$ cat src/design/flr_pkg.sv
// Shared types, coefficients and binary32 arithmetic helpers for the log2 pipeline.
// No dependencies; every other design file imports this package.
`default_nettype none
package flr_pkg;

    // Polynomial coefficients as binary32 bit patterns.
    localparam logic [31:0] C0_BITS = 32'h3FB89C4E;
    localparam logic [31:0] C1_BITS = 32'hBF3967BA;
    localparam logic [31:0] C2_BITS = 32'h3F02EF1C;
    localparam logic [31:0] C3_BITS = 32'hBEA83F70;
    // Fraction of the mantissa threshold (about the square root of two).
    localparam logic [22:0] LIMIT_FRAC = 23'h3504F3;

    localparam logic [31:0] NEG_INF = 32'hFF800000;
    localparam logic [31:0] POS_INF = 32'h7F800000;
    localparam logic [31:0] QNAN    = 32'h7FC00000;

    typedef struct packed {
        logic        special;
        logic [31:0] spec_bits;
        logic [31:0] t;
        logic [31:0] exf;
    } t_side;

    // Index of the highest set bit; zero input gives zero.
    function automatic logic [4:0] msb24(input logic [23:0] v);
        logic [4:0] k;
        k = 5'd0;
        for (int i = 0; i < 24; i++) begin
            if (v[i]) k = 5'(i);
        end
        return k;
    endfunction

    // Round-to-nearest-even binary32 product; operands are normal or zero and
    // the result stays in the normal range.
    function automatic logic [31:0] fp_mul(input logic [31:0] a, input logic [31:0] b);
        logic        s;
        logic [47:0] pr;
        logic [9:0]  e;
        logic [23:0] m;
        logic        g;
        logic        st;
        logic [24:0] mr;
        s  = a[31] ^ b[31];
        pr = {1'b1, a[22:0]} * {1'b1, b[22:0]};
        e  = {2'b00, a[30:23]} + {2'b00, b[30:23]} - 10'd127;
        if (pr[47]) begin
            m  = pr[47:24];
            g  = pr[23];
            st = |pr[22:0];
            e  = e + 10'd1;
        end else begin
            m  = pr[46:23];
            g  = pr[22];
            st = |pr[21:0];
        end
        mr = {1'b0, m} + {24'd0, g & (st | m[0])};
        if (mr[24]) begin
            m = mr[24:1];
            e = e + 10'd1;
        end else begin
            m = mr[23:0];
        end
        if (a[30:23] == 8'd0 || b[30:23] == 8'd0) return {s, 31'd0};
        return {s, e[7:0], m[22:0]};
    endfunction

    // Round-to-nearest-even binary32 sum under the same range assumptions.
    function automatic logic [31:0] fp_add(input logic [31:0] a, input logic [31:0] b);
        logic [31:0] x;
        logic [31:0] y;
        logic [7:0]  d;
        logic [26:0] av;
        logic [26:0] bv;
        logic [26:0] bs;
        logic [26:0] mask;
        logic [27:0] sm;
        logic [9:0]  e;
        logic [4:0]  lz;
        logic [26:0] nm;
        logic [24:0] mr;
        logic [23:0] m;
        logic        g;
        logic        st;
        if (a[30:0] == 31'd0) return b;
        if (b[30:0] == 31'd0) return a;
        if (a[30:0] >= b[30:0]) begin
            x = a;
            y = b;
        end else begin
            x = b;
            y = a;
        end
        d  = x[30:23] - y[30:23];
        av = {1'b1, x[22:0], 3'b000};
        bv = {1'b1, y[22:0], 3'b000};
        if (d >= 8'd27) begin
            bs = 27'd1;
        end else begin
            mask = (27'd1 << d) - 27'd1;
            bs   = bv >> d;
            bs[0] = bs[0] | (|(bv & mask));
        end
        if (x[31] == y[31]) sm = {1'b0, av} + {1'b0, bs};
        else                sm = {1'b0, av} - {1'b0, bs};
        if (sm == 28'd0) return 32'd0;
        e = {2'b00, x[30:23]};
        if (sm[27]) begin
            nm = sm[27:1] | {26'd0, sm[0]};
            e  = e + 10'd1;
        end else begin
            lz = 5'd0;
            for (int i = 0; i < 27; i++) begin
                if (sm[i]) lz = 5'(26 - i);
            end
            nm = sm[26:0] << lz;
            e  = e - {5'd0, lz};
        end
        m  = nm[26:3];
        g  = nm[2];
        st = nm[1] | nm[0];
        mr = {1'b0, m} + {24'd0, g & (st | m[0])};
        if (mr[24]) begin
            m = mr[24:1];
            e = e + 10'd1;
        end else begin
            m = mr[23:0];
        end
        return {x[31], e[7:0], m[22:0]};
    endfunction

endpackage
`default_nettype wire

$ cat src/design/flr_unpack.sv
// First pipeline stage: special-case decode, exponent/mantissa split and reduction.
// Depends on flr_pkg.
`default_nettype none
module flr_unpack
    import flr_pkg::*;
(
    input  wire logic        i_clk,
    input  wire logic        i_rst_n,
    input  wire logic        i_valid,
    input  wire logic [31:0] i_x_bits,
    output logic             o_valid,
    output t_side            o_side
);
    logic        r_valid;
    t_side       r_side;
    t_side       n_side;
    logic [7:0]  ef;
    logic [22:0] fr;
    logic [22:0] frn;
    logic [4:0]  k;
    logic [4:0]  s;
    logic signed [9:0] ex;
    logic        below;
    logic [23:0] q;
    logic [4:0]  j;
    logic [7:0]  aex;
    logic [4:0]  je;

    always_comb begin
        ef = i_x_bits[30:23];
        fr = i_x_bits[22:0];
        k  = msb24({1'b0, fr});
        s  = 5'd23 - k;
        if (ef == 8'd0) begin
            frn = 23'(fr << s);
            ex  = -10'sd125 - $signed({5'd0, s});
        end else begin
            frn = fr;
            ex  = $signed({2'b00, ef}) - 10'sd126;
        end
        below = frn < LIMIT_FRAC;
        if (below) ex = ex - 10'sd1;

        // Reduced mantissa minus one is exact; build it from its integer numerator.
        // Above the threshold it is negative, -(2^23 - frac) / 2^24; below it is
        // frac / 2^23 after the doubling.
        n_side.t = 32'd0;
        if (!below) begin
            q = 24'h800000 - {1'b0, frn};
            j = msb24(q);
            n_side.t = {1'b1, 8'(j + 5'd0) + 8'd103, 23'(q << (5'd23 - j))};
        end else begin
            q = {1'b0, frn};
            j = msb24(q);
            if (frn != 23'd0)
                n_side.t = {1'b0, 8'(j) + 8'd104, 23'(q << (5'd23 - j))};
        end

        aex = ex[9] ? 8'(-ex) : 8'(ex);
        je  = msb24({16'd0, aex});
        if (aex == 8'd0) n_side.exf = 32'd0;
        else n_side.exf = {ex[9], 8'(je) + 8'd127, 23'({16'd0, aex} << (5'd23 - je))};

        n_side.special   = 1'b1;
        n_side.spec_bits = 32'd0;
        if (ef == 8'hFF && fr != 23'd0)      n_side.spec_bits = i_x_bits;
        else if (i_x_bits[30:0] == 31'd0)    n_side.spec_bits = NEG_INF;
        else if (i_x_bits[31])               n_side.spec_bits = QNAN;
        else if (ef == 8'hFF)                n_side.spec_bits = POS_INF;
        else                                 n_side.special   = 1'b0;
    end

    always_ff @(posedge i_clk) begin
        if (!i_rst_n) begin
            r_valid <= 1'b0;
        end else begin
            r_valid <= i_valid;
        end
        r_side <= n_side;
    end

    assign o_valid = r_valid;
    assign o_side  = r_side;
endmodule
`default_nettype wire

$ cat config.mk
export PLATFORM = sky130hd
export DESIGN_NAME = flr_unpack
export DESIGN_NICKNAME = d
export VERILOG_FILES = /design/src/design/flr_pkg.sv /design/src/design/flr_unpack.sv
export SDC_FILE = /design/constraint.sdc
export NUM_CORES = 1
export LEC_CHECK = 0
export ABC_CLOCK_PERIOD_IN_PS = 9600
export BUFFER_PORTS_ARGS = -buffer_cell sky130_fd_sc_hd__buf_2
export CAP_MARGIN = 20
export CORE_AREA = 5 5 165 167
export CTS_CLUSTER_SIZE = 10
export DETAILED_ROUTE_END_ITERATION = 16
export DIE_AREA = 0 0 170 172
export PLACE_DENSITY = 0.63
export SYNTH_ARGS = -nofsm -noshare
export SYNTH_HDL_FRONTEND = slang
export SYNTH_SLANG_ARGS = --single-unit
$ cat constraint.sdc
create_clock -name i_clk -period 9.6 [get_ports i_clk]
set_input_delay 0.96 -clock i_clk [delete_from_list [all_inputs] [get_ports i_clk]]
set_output_delay 0.96 -clock i_clk [all_outputs]
set_load 0.02 [all_outputs]
## Word level (Yosys, flattened, before mapping)

Cells that the tools add are included.

- Register bits: 98
- Input bits: 35
- Logic and storage cells: 118

- Add/sub/neg operators: 12
- Magnitude comparators: 1
- Equal/unequal tests: 1
- Shift operators: 4
- Mux-type cells: 87
- Reduce and logical (&&, ||, !) cells: 7

Operator list:

| cell | number |
|---|---|
| 5-bit 2-to-1 mux | 72 |
| 31-bit 2-to-1 mux | 4 |
| 32-bit 2-to-1 mux | 2 |
| 23-bit nonzero test | 2 |
| 23-bit by 5-bit left shift with 23-bit output | 2 |
| 31-bit zero test | 1 |
| 5-bit by 7-bit adder with 8-bit output, second input constant | 3 |
| 24-bit by 5-bit left shift with 23-bit output | 1 |
| 24-bit by 23-bit subtractor with 24-bit output, first input constant | 1 |
| 23-bit by 22-bit less-than comparator with 1-bit output, second input constant | 1 |
| 23-bit 2-to-1 mux | 1 |
| 8-bit by 5-bit left shift with 23-bit output | 1 |
| 10-bit 2-to-1 mux | 2 |
| 5-bit subtractor, first input constant | 4 |
| 8-bit zero test | 2 |
| 10-bit by 2-bit subtractor with 10-bit output, second input constant | 1 |
| 8-bit by 6-bit subtractor with 9-bit output, first input constant | 1 |
| 8-bit by 7-bit subtractor with 9-bit output, second input constant | 1 |
| 8-bit equality test, second input constant | 1 |
| 8-bit 2-to-1 mux | 1 |
| 8-bit negation | 1 |
| 1-bit 2-to-1 mux | 5 |
| 3-bit OR reduction | 1 |
| 1-bit logical AND | 1 |

## Longest topological paths before layout

- Depth after elaboration: 53
- Mapped depth: 30

## Worst setup path before layout

No wires, ideal clock.

- Path kind: input to register
- Start point: in i_x_bits[18]
- End point: reg r_side, in the netlist o_side[49]
- Library setup time: 0.116 ns
- Arrival: 6.821 ns
- Setup slack: 2.664 ns
- Stages on the path: 29
- Path buffers: 3
- Cell sequence: buf_2 > or4_4 > a311oi_4 > inv_2 > ha_1 > clkbuf_1 > nor3_4 > nand4_2 > o21ai_1 > and2_1 > buf_2 > inv_1 > ha_1 > inv_1 > nor3_4 > nand3_1 > or3_1 > nor4_1 > nor3_2 > nor3_1 > nand2b_1 > ha_1 > inv_1 > nor2_1 > and2_0 > nand3_1 > o311ai_0 > a31oi_1 > a31o_1

RTL lines:

| element | line | text |
|---|---|---|
| start: declaration | flr_unpack.sv:10 | `input wire logic [31:0] i_x_bits,` |
| end signal: assignment | flr_unpack.sv:79 | `r_side <= n_side;` |
| end: declaration | flr_unpack.sv:15 | `t_side r_side;` |

==> reports/results.ini <==
[power]
vdd_drop_max_mv = 0.0783
clkPwrFrac = 0.282
seq_power_share = 0.278
intPower_uw = 785
p_leak_uw = 0.00436
pwr_density_cell_nw_per_um2 = 122
p_sw_uw = 567
p_sw_frac = 0.419
share_comb_of_total_power = 0.440

[worst_setup_path]
crit_fanout = 19
arrival_ns = 8.64
cp-start-kind = primary input
cp-end-kind = register
crit_type = primary input to register
worst_ep_required_time_ns = 9.80

[floorplanning]
core_area_um2 = 25600
dieWidth_um = 170
ios = 133
die_area_um2 = 29200
die_y_um = 172
rows = 59
start_util = 0.395

[detailed_routing]
ant_nets = 0
wire_per_inst_um = 22.9
vias = 11900
wl_mm = 40.8
dr.pass1.iters = 7
drt_drc_violations_left = 0
drt_first_iter_violations = 1587
via_per_inst = 6.68

[synthesis]
synthCells = 1387
yosys.area.top_type_share = 0.158
synth_edf_count = 0
synth.avg_cell_area_um2 = 7.29
yosys.area.top_type = dfxtp_1
synth_common_cells = 149 x nand2_1, 127 x nor2_1, 85 x a21oi_1
syn_area_um2 = 10100
yosysMostFrequentCell = nand2_1
synth_seq_area_share = 0.158
synth-async-reset-ratio = 0
synth.area.top_cells = dfxtp_1 16%, nand2_1 5.5%, nor2_1 4.7%
synth_top_flop_cell = dfxtp_1
ys_ff_latch = 80
yosys_warnings = 0
ys_types = 117

[clocking]
cts_sinks = 80
post_cts_resized = 0
cts_buffer_depth = 2
clk_pin_slew_ns = 0.07
hold_buffers = 0
cts_setup_buffers = 0
cts-buffers-inserted = 9
cts.htree.levels = 3
cts_tree = done
cts_root_buf = clkbuf_16

[grt]
grt_max_degree = 29
grt_pass1_vias = 11000
antenna_found_initial = 0
grt_use_total = 0.265
grt-ovfl-total = 0
grt_pass1_wl_mm = 62.6

[outcome]
status = complete, no violations

[sta]
tightest_slew_ns = 1.02
fin_crit_ns = 8.43
holdWs_ns = 0.812
hold_violations = 0
rsz0062_at_grt = no
finalSetupTns_ns = 0
period_share = 0.878
max_freq_mhz = 119
slew_violations = 0
setup_viol = 0
relSlewSlack = 0.319

[final_layout]
final_nets = 1485
drive_gt1_frac = 0.187
num_antenna_cells = 0
syn2layout_area_growth_pct = 9.24
n_fill_cell = 2660
fin_area_um2 = 11000

[placed_design]
numPortBuffers = 116
dpl.hpwl_mm = 31.0
gp_congestion = 1.05
placed_area_um2 = 10700

[job]
cap_violations = 0

[min_path]
hold_class = primary input to register

-- through the flow --
stage | std cells | power [uW] | util | worst slack [ns]
finish | 1776 | 1350 | 0.431 | 1.17
global route | 1776 | 1420 | 0.431 | 0.727
CTS | 1776 | 1340 | 0.431 | 1.44
floorplan | 1402 | 799 | - | 2.66
detailed placement | 1760 | 959 | 0.419 | 1.10
global placement | 1759 | 961 | 0.418 | 1.14
-- area by class of cell --
| class | count | area [um2] | area share |
|---|---|---|---|
| clock buffer | 10 | 229 | 0.0207 |
| clock inverter | 6 | 91.3 | 0.00827 |
| inverter | 32 | 120 | 0.0109 |
| multi-input combinational | 1178 | 7860 | 0.712 |
| sequential | 80 | 1600 | 0.145 |
| tap | 335 | 419 | 0.0379 |
| timing repair buffer | 135 | 723 | 0.0655 |
-- flip-flops by register name (all words and copies together), names as in the netlist --
register / cells
o_side: 79
o_valid: 1
-- path summary, 6_finish.rpt --
| path | start | to | slack (ns) | depth (start not counted) |
|---|---|---|---|---|
| max | i_x_bits[16] | o_side[44] | 1.17 | 24 |
| min | i_valid | o_valid | 0.81 | 2 |
-- kinds of logic after synthesis --
| group | after synthesis | share of synthesized area |
|---|---|---|
| AOI/OAI and AO/OA | 481 | 0.359 |
| adders and majority gates | 14 | 0.0173 |
| and+or+nand+nor | 561 | 0.290 |
| DFF | 80 | 0.158 |
| muxes | 64 | 0.0660 |
| buffers and inverters | 144 | 0.0704 |
| xor gates and xnor gates | 42 | 0.0379 |
| other | 1 | 0.000371 |
-- power groups by stage --
stage / Combinational (uW) / Clock [uW] / Sequential [uW]
floorplan: 368 / 0 / 431
detailed placement: 576 / 0 / 383
CTS: 578 / 388 / 376
global placement: 578 / 0 / 383
finish: 595 / 381 / 375
global route: 635 / 401 / 379
-- critical path, stage by stage --
cell and delay (ns):
buf_2 0.17, or4_4 0.57, a311oi_4 0.62, inv_2 0.17, ha_1 0.49, nor3_4 0.81, nand4_2 0.25, o21ai_1 0.21
and2_1 0.36, inv_1 0.13, ha_1 0.30, o211ai_1 0.38, o21ai_0 0.14, a211oi_1 0.36, nor2_1 0.09, o2111a_1 0.27
o22a_1 0.30, o211ai_2 0.66, buf_4 0.32, mux2_2 0.37, mux2i_1 0.25, inv_1 0.07, mux2i_1 0.21, o21ai_0 0.14
-- per-layer routing --
metal	global-route usage	wire [um]	part of all wire
met5	0	0	0
met4	0.104	1560	0.038
met2	0.401	17500	0.43
met3	0.0576	4440	0.11
met1	0.370	17200	0.42
-- cells in the final DEF (no fill, tap or decap), drive strengths merged, types with 18 or more instances in the layout --
cell type and n:
nor3 58, a21oi 89, and2 31, a211oi 36, o211ai 31, o21ai 96, nor2 138, mux2 18
nand3 56, nand2 153, inv 32, and3 23, xnor2 33, mux2i 46, a31oi 18, dfxtp 80
nor4 20, nand4 19, buf 135
No activity file was read; power rests on OpenSTA's default activity.
