==> src/design/flr_pkg.sv <==
// Shared types, coefficients and binary32 arithmetic helpers for the log2 pipeline.
// No dependencies; every other design file imports this package.
`default_nettype none
package flr_pkg;

    // Polynomial coefficients as binary32 bit patterns.
    localparam logic [31:0] C0_BITS = 32'h3FB89C4E;
    localparam logic [31:0] C1_BITS = 32'hBF3967BA;
    localparam logic [31:0] C2_BITS = 32'h3F02EF1C;
    localparam logic [31:0] C3_BITS = 32'hBEA83F70;
    // Fraction of the mantissa threshold (about the square root of two).
    localparam logic [22:0] LIMIT_FRAC = 23'h3504F3;

    localparam logic [31:0] NEG_INF = 32'hFF800000;
    localparam logic [31:0] POS_INF = 32'h7F800000;
    localparam logic [31:0] QNAN    = 32'h7FC00000;

    typedef struct packed {
        logic        special;
        logic [31:0] spec_bits;
        logic [31:0] t;
        logic [31:0] exf;
    } t_side;

    // Index of the highest set bit; zero input gives zero.
    function automatic logic [4:0] msb24(input logic [23:0] v);
        logic [4:0] k;
        k = 5'd0;
        for (int i = 0; i < 24; i++) begin
            if (v[i]) k = 5'(i);
        end
        return k;
    endfunction

    // Round-to-nearest-even binary32 product; operands are normal or zero and
    // the result stays in the normal range.
    function automatic logic [31:0] fp_mul(input logic [31:0] a, input logic [31:0] b);
        logic        s;
        logic [47:0] pr;
        logic [9:0]  e;
        logic [23:0] m;
        logic        g;
        logic        st;
        logic [24:0] mr;
        s  = a[31] ^ b[31];
        pr = {1'b1, a[22:0]} * {1'b1, b[22:0]};
        e  = {2'b00, a[30:23]} + {2'b00, b[30:23]} - 10'd127;
        if (pr[47]) begin
            m  = pr[47:24];
            g  = pr[23];
            st = |pr[22:0];
            e  = e + 10'd1;
        end else begin
            m  = pr[46:23];
            g  = pr[22];
            st = |pr[21:0];
        end
        mr = {1'b0, m} + {24'd0, g & (st | m[0])};
        if (mr[24]) begin
            m = mr[24:1];
            e = e + 10'd1;
        end else begin
            m = mr[23:0];
        end
        if (a[30:23] == 8'd0 || b[30:23] == 8'd0) return {s, 31'd0};
        return {s, e[7:0], m[22:0]};
    endfunction

    // Round-to-nearest-even binary32 sum under the same range assumptions.
    function automatic logic [31:0] fp_add(input logic [31:0] a, input logic [31:0] b);
        logic [31:0] x;
        logic [31:0] y;
        logic [7:0]  d;
        logic [26:0] av;
        logic [26:0] bv;
        logic [26:0] bs;
        logic [26:0] mask;
        logic [27:0] sm;
        logic [9:0]  e;
        logic [4:0]  lz;
        logic [26:0] nm;
        logic [24:0] mr;
        logic [23:0] m;
        logic        g;
        logic        st;
        if (a[30:0] == 31'd0) return b;
        if (b[30:0] == 31'd0) return a;
        if (a[30:0] >= b[30:0]) begin
            x = a;
            y = b;
        end else begin
            x = b;
            y = a;
        end
        d  = x[30:23] - y[30:23];
        av = {1'b1, x[22:0], 3'b000};
        bv = {1'b1, y[22:0], 3'b000};
        if (d >= 8'd27) begin
            bs = 27'd1;
        end else begin
            mask = (27'd1 << d) - 27'd1;
            bs   = bv >> d;
            bs[0] = bs[0] | (|(bv & mask));
        end
        if (x[31] == y[31]) sm = {1'b0, av} + {1'b0, bs};
        else                sm = {1'b0, av} - {1'b0, bs};
        if (sm == 28'd0) return 32'd0;
        e = {2'b00, x[30:23]};
        if (sm[27]) begin
            nm = sm[27:1] | {26'd0, sm[0]};
            e  = e + 10'd1;
        end else begin
            lz = 5'd0;
            for (int i = 0; i < 27; i++) begin
                if (sm[i]) lz = 5'(26 - i);
            end
            nm = sm[26:0] << lz;
            e  = e - {5'd0, lz};
        end
        m  = nm[26:3];
        g  = nm[2];
        st = nm[1] | nm[0];
        mr = {1'b0, m} + {24'd0, g & (st | m[0])};
        if (mr[24]) begin
            m = mr[24:1];
            e = e + 10'd1;
        end else begin
            m = mr[23:0];
        end
        return {x[31], e[7:0], m[22:0]};
    endfunction

endpackage
`default_nettype wire

==> src/design/flr_mul_stage.sv <==
// One pipeline stage holding a rounded binary32 multiply.
// Depends on flr_pkg.
`default_nettype none
module flr_mul_stage
    import flr_pkg::*;
(
    input  wire logic        i_clk,
    input  wire logic        i_rst_n,
    input  wire logic        i_valid,
    input  wire t_side       i_side,
    input  wire logic [31:0] i_b,
    output logic             o_valid,
    output t_side            o_side,
    output logic [31:0]      o_p
);
    logic        r_valid;
    t_side       r_side;
    logic [31:0] r_p;

    always_ff @(posedge i_clk) begin
        if (!i_rst_n) begin
            r_valid <= 1'b0;
        end else begin
            r_valid <= i_valid;
        end
        r_side <= i_side;
        r_p    <= fp_mul(i_side.t, i_b);
    end

    assign o_valid = r_valid;
    assign o_side  = r_side;
    assign o_p     = r_p;
endmodule
`default_nettype wire

==> config.mk <==
export PLATFORM = sky130hd
export DESIGN_NAME = flr_mul_stage
export DESIGN_NICKNAME = d
export VERILOG_FILES = /design/src/design/flr_pkg.sv /design/src/design/flr_mul_stage.sv
export SDC_FILE = /design/constraint.sdc
export NUM_CORES = 2
export LEC_CHECK = 0
export BUFFER_PORTS_ARGS = -buffer_cell sky130_fd_sc_hd__buf_2
export CORE_ASPECT_RATIO = 0.5
export CORE_MARGIN = 10
export CORE_UTILIZATION = 50
export DETAILED_ROUTE_END_ITERATION = 12
export PLACE_DENSITY = 0.78
export SYNTH_ARGS = -nofsm -noshare
export SYNTH_HDL_FRONTEND = slang
export SYNTH_SLANG_ARGS = --single-unit
==> constraint.sdc <==
create_clock -name i_clk -period 10.9 [get_ports i_clk]
set_input_delay 1.635 -clock i_clk [delete_from_list [all_inputs] [get_ports i_clk]]
set_output_delay 1.635 -clock i_clk [all_outputs]
set_load 0.01 [all_outputs]
# Word level (Yosys, flattened, before mapping)
# Index checks and enable logic that the tools add are counted.
# totals
regBits	130
latch_bits	0
mem_bits_rw	0
romBits	0
output_inout_bits	130
word_cells	29
n_memories	0
# classes
addsub	5
multipliers	1
n_div	0
magnitude_cmp	0
eq_ne	0
shifts	0
n_mux	9
bitwise_logic	3
n_reduce_logical	5
# ops
op	count
$mux W32	2
$mul A24 B24 Y48	1
$add A24 B1 Y25	1
$mux W24	1
$mux W23	1
$reduce_or A23 Y1	1
$reduce_or A22 Y1	1
$add A8 B1 Y8 const B	2
$logic_not A8 Y1	2
$mux W8	2
$add A8 B8 Y8	1
$sub A8 B7 Y8 const B	1
$mux W1	3
$and A1 B1 Y1	1
$logic_or A1 B1 Y1	1
$or A1 B1 Y1	1
$xor A1 B1 Y1	1

# Longest topological paths before layout
# depth
ltp_word	8
depth_mapped	34
ltp_nobuf	29

# Worst setup path before layout
# Ideal clock, no wire load.
# synth_path
path_kind	input -> register
start	input i_b[3]
end	register r_p[30] (netlist: o_p[30])
setup_ns	0.070
arrival_ns	9.711
t_required_ns	10.830
setup_slack_ns	1.119
stages	28
n_path_buf	1
cell_sequence	clkbuf_1 > nand2_1 > fa_1 > inv_1 > fa_1 > inv_1 > fa_1 > inv_1 > fa_1 > inv_1 > fa_1 > inv_1 > fa_1 > inv_1 > fa_1 > inv_1 > ha_1 > nand2_2 > o31a_1 > or4_4 > o21ai_2 > xor2_2 > nand4_1 > nor4_2 > or4b_4 > or4_4 > or4_1 > a21oi_1
# synth_via
elab_chain_len	8
word_cells_on_any_way	13
cone_classes	2 x add/sub; 1 x mul; 6 x mux; 2 x bitwise; 2 x reduce/logical
# synth_lines
element	line_no	source
start, declared	flr_mul_stage.sv:11	input wire logic [31:0] i_b,
$mul A24 B24 Y48 (*)	flr_pkg.sv:46	pr = {1'b1, a[22:0]} * {1'b1, b[22:0]};
$reduce_or A23 Y1 or $reduce_or A22 Y1 (tied branches)	flr_pkg.sv:51, flr_pkg.sv:56	
$mux W1	flr_pkg.sv:48	if (pr[47]) begin
$or A1 B1 Y1	flr_pkg.sv:58	mr = {1'b0, m} + {24'd0, g & (st | m[0])};
$and A1 B1 Y1	flr_pkg.sv:58	
$add A24 B1 Y25	flr_pkg.sv:58	
$mux W8 (*)	flr_pkg.sv:59	if (mr[24]) begin
$mux W32 (*)	flr_pkg.sv:66	return {s, e[7:0], m[22:0]};
end signal, assigned	flr_mul_stage.sv:27	r_p <= fp_mul(i_side.t, i_b);
end, declared	flr_mul_stage.sv:18	logic [31:0] r_p;
# Every way passes the cells marked *; elsewhere a longest branch is shown, timed or not.
# A chain may end at the register's enable or synchronous reset.

# Worst setup path in the final report
# layout_path
start	input i_side[38] (netlist name)
end	register r_p[20] (netlist: o_p[20])
# layout_via
elab_chain_len	8
word_cells_on_any_way	11
cone_classes	1 x add/sub; 1 x mul; 5 x mux; 2 x bitwise; 2 x reduce/logical
# layout_lines
element	line_no	source
start, declared	flr_mul_stage.sv:10	input wire t_side i_side,
$mul A24 B24 Y48 (*)	flr_pkg.sv:46	
$reduce_or A23 Y1 or $reduce_or A22 Y1 (tied branches)	flr_pkg.sv:51, flr_pkg.sv:56	
$mux W1	flr_pkg.sv:48	
$or A1 B1 Y1	flr_pkg.sv:58	
$and A1 B1 Y1	flr_pkg.sv:58	
$add A24 B1 Y25 (*)	flr_pkg.sv:58	
$mux W23 (*)	flr_pkg.sv:59	
$mux W32 (*)	flr_pkg.sv:66	
# Marked as above.

==> out/qor.yml <==
wirelength_met1_um: 28900
grt_antenna_before_repair: 3
place_area_um2: 26200
cp.required_ns: 11.24
synth_edf_count: 0
synth_xor_area_share_pct: 2.53
rsz0062_at_grt: "no"
period_minus_slack_ns: 10.23
fin_tns_setup_ns: 0
initial_core_util_pct: 51.1
fin_crit_sh_pct: 93.8
synthAdderAreaFrac_pct: 49.8
cts_setup_buffers: 0
maxCapViolCount: 0
finalInstanceArea_um2: 26800
drcViolationCount: 0
detailedRoute.firstIterationViolations: 1835
setup_viol: 0
ctsResizeCount: 0
die_height_um: 175
numPortBuffers: 261
mostFrequentLayoutCell: "inv_1"
first_global_vias: 20883
drive_gt1_share_pct: 12.7
async_reset_ff_share_pct: 0
placed_cells: 3549
muxShareOfSynthArea_pct: 0.575
worstPathMaxFanout: 21
ys_types: 78
die_x_um: 331
arrival_ns: 10.57
ys.flop_type: "dfxtp_1"
cts_root_buf: "clkbuf_16"
synth_top_family_by_area: "adder cells"
postSynthAreaPerCell_um2: 8.87
grt_pass1_wl_um: 115000
numCtsBuffers: 17
highest_layer: "met5"
multiInputGateArea_um2: 18700
synth_compound_area_share_pct: 7.21
grt_overflow: 0
gr-usage-all-layers_pct: 25.1
ys_ff_latch: 130
num_rows: 56
avgViaCountPerCell: 5.45
detail-route-antenna-nets: 0
crit_path_start_kind: "primary input"
die-area_um2: 58000
cts_tree: "built"
routed_wl_um: 71500
min_to: "o_side[91]$_DFF_P_"
max_slew.worst_pin.slew_ns: 0.965
routedWlPerCell_um: 20.0
hold_start: "i_side[91]"
syn_area_um2: 24200
hpwl_um: 58800
finalNetCount: 3733
status: "finished clean"
cts_buffer_depth: 2
hold_path.class: "in -> reg"
final_hold_viol_count: 0
dr.pass1.iters: 5
cts_sinks: 130
syn2layout_area_growth_pct: 10.8
max_freq_mhz: 97.8
final_max_slew_viol_count: 0
maxSlewHeadroom_pct: 35.2
synth_simple_gate_area_share_pct: 17.4
grt_start_max_net_pins: 26
vias: 19510
ys_warn_count: 0
fp.coreArea_um2: 47300
met3_length_um: 8110
min_path_cells: 1
finalNonFillerCells: 3582
place_congestion: 1.02
cts.clk_slew.worst_paths_ns: 0.07
htreeDepth: 4
ios: 262
final_cell_mix: "621 x inv_1, 483 x fa_1, 312 x nand2_1, 261 x buf_2, 260 x and2_1"
end_kind: "flop"
hold_buffers: 0
wl_met2_um: 32200
critical_path_class: "in -> reg"
synthesis.nets: 3527
seq_area_frac_synth_pct: 10.8
n_fill_cell: 4155
final-seq-area_um2: 2600
synthCells: 2724
synthesized netlist by cell type, types with 6 or more instances:
| library cell | count | area (um2) |
|---|---|---|
| inv_1 | 621 | 2330 |
| fa_1 | 483 | 9670 |
| nand2_1 | 312 | 1170 |
| and2_1 | 260 | 1630 |
| ha_1 | 188 | 2350 |
| dfxtp_1 | 130 | 2600 |
| clkbuf_1 | 114 | 428 |
| nor2_1 | 87 | 327 |
| a21oi_1 | 80 | 400 |
| xnor2_1 | 39 | 342 |
| o21ai_0 | 36 | 180 |
| nor3_1 | 32 | 160 |
| xor2_1 | 27 | 236 |
| nand4_1 | 23 | 144 |
| a21o_1 | 21 | 158 |
| nand3_1 | 21 | 105 |
| a211oi_1 | 18 | 135 |
| nor4_1 | 17 | 106 |
| or3_1 | 14 | 87.6 |
| and3_1 | 12 | 75.1 |
| a31oi_1 | 10 | 62.6 |
| o211ai_1 | 10 | 75.1 |
| o21a_1 | 10 | 75.1 |
| o21bai_1 | 10 | 75.1 |
| buf_2 | 9 | 45.0 |
| nor2b_1 | 8 | 50.1 |
| o31ai_1 | 8 | 60.1 |
| o21ai_1 | 7 | 35.0 |
| or4_1 | 7 | 52.6 |
| mux2_2 | 6 | 67.6 |
| mux2i_1 | 6 | 60.1 |
| nand2b_1 | 6 | 37.5 |
| nor3b_1 | 6 | 45.0 |
| o31a_1 | 6 | 52.6 |
sequential cells by signal, summed over array words and instances (netlist names):
register,flops
o_p,32
o_side,97
o_valid,1
worst max-delay path, stage by stage:
cell and delay [ns]:
buf_2 0.42, inv_1 0.30, nor2_1 0.20, fa_1 0.46, fa_1 0.53, inv_1 0.05
fa_1 0.50, inv_1 0.07, fa_1 0.40, fa_1 0.48, fa_1 0.55, inv_1 0.05
fa_1 0.47, inv_1 0.04, ha_1 0.43, nand2_2 0.11, o31a_1 0.34, or4_4 0.51
o21ai_2 0.19, xor2_2 0.36, nand4_2 0.22, or3_1 0.50, or4_1 0.61, buf_4 0.22
o41ai_1 0.50, nor2_1 0.10, a211oi_1 0.30
final cells by class:
type                       count  share of cell area, %
tap                          638                   2.98
timing repair buffer         312                   6.31
antenna                        1                0.00935
inverter                     625                   8.77
clock inverter                14                  0.538
clock buffer                  18                   1.64
multi-input combinational   1844                   70.0
sequential                   130                   9.73
worst max path at each step:
stage,from,endpoint,slack (ns)
after floorplan,i_b[3],o_p[30]$_SDFF_PP0_,1.12
after global placement,i_side[38],o_p[20]$_SDFF_PP0_,0.41
after detailed placement,i_side[38],o_p[20]$_SDFF_PP0_,0.41
after CTS,i_side[38],o_p[20]$_SDFF_PP0_,0.83
after global routing,i_side[38],o_p[20]$_SDFF_PP0_,0.36
final,i_side[38],o_p[20]$_SDFF_PP0_,0.67
cell families after synthesis:
group	count (synthesis)
XOR/XNOR	68
flip-flops	130
AND/OR/NAND/NOR	830
buffers and inverters	750
AO/OA/AOI/OAI	262
multiplexers	13
adder cells (fa/ha/maj)	671
metal layers:
layer	vias to the layer above	GRT usage [%]
li1	8698	-
met1	9708	32.9
met2	942	39.0
met3	158	8.28
met4	4	7.77
met5	-	0
through the flow:
stage / hold WS [ns] / utilization (%) / worst slack (ns)
2_1_floorplan: 1.66 / - / 1.12
3_3_place_gp: 1.74 / 55.3 / 0.408
3_5_place_dp: 1.74 / 55.3 / 0.410
4_1_cts: 1.24 / 56.6 / 0.828
5_1_grt: 1.25 / 56.6 / 0.362
6_report: 1.27 / 56.6 / 0.671
Power is left out: the tool's default activity adds up to more than one toggle a clock period on the data nets, which glitch-free logic cannot reach.
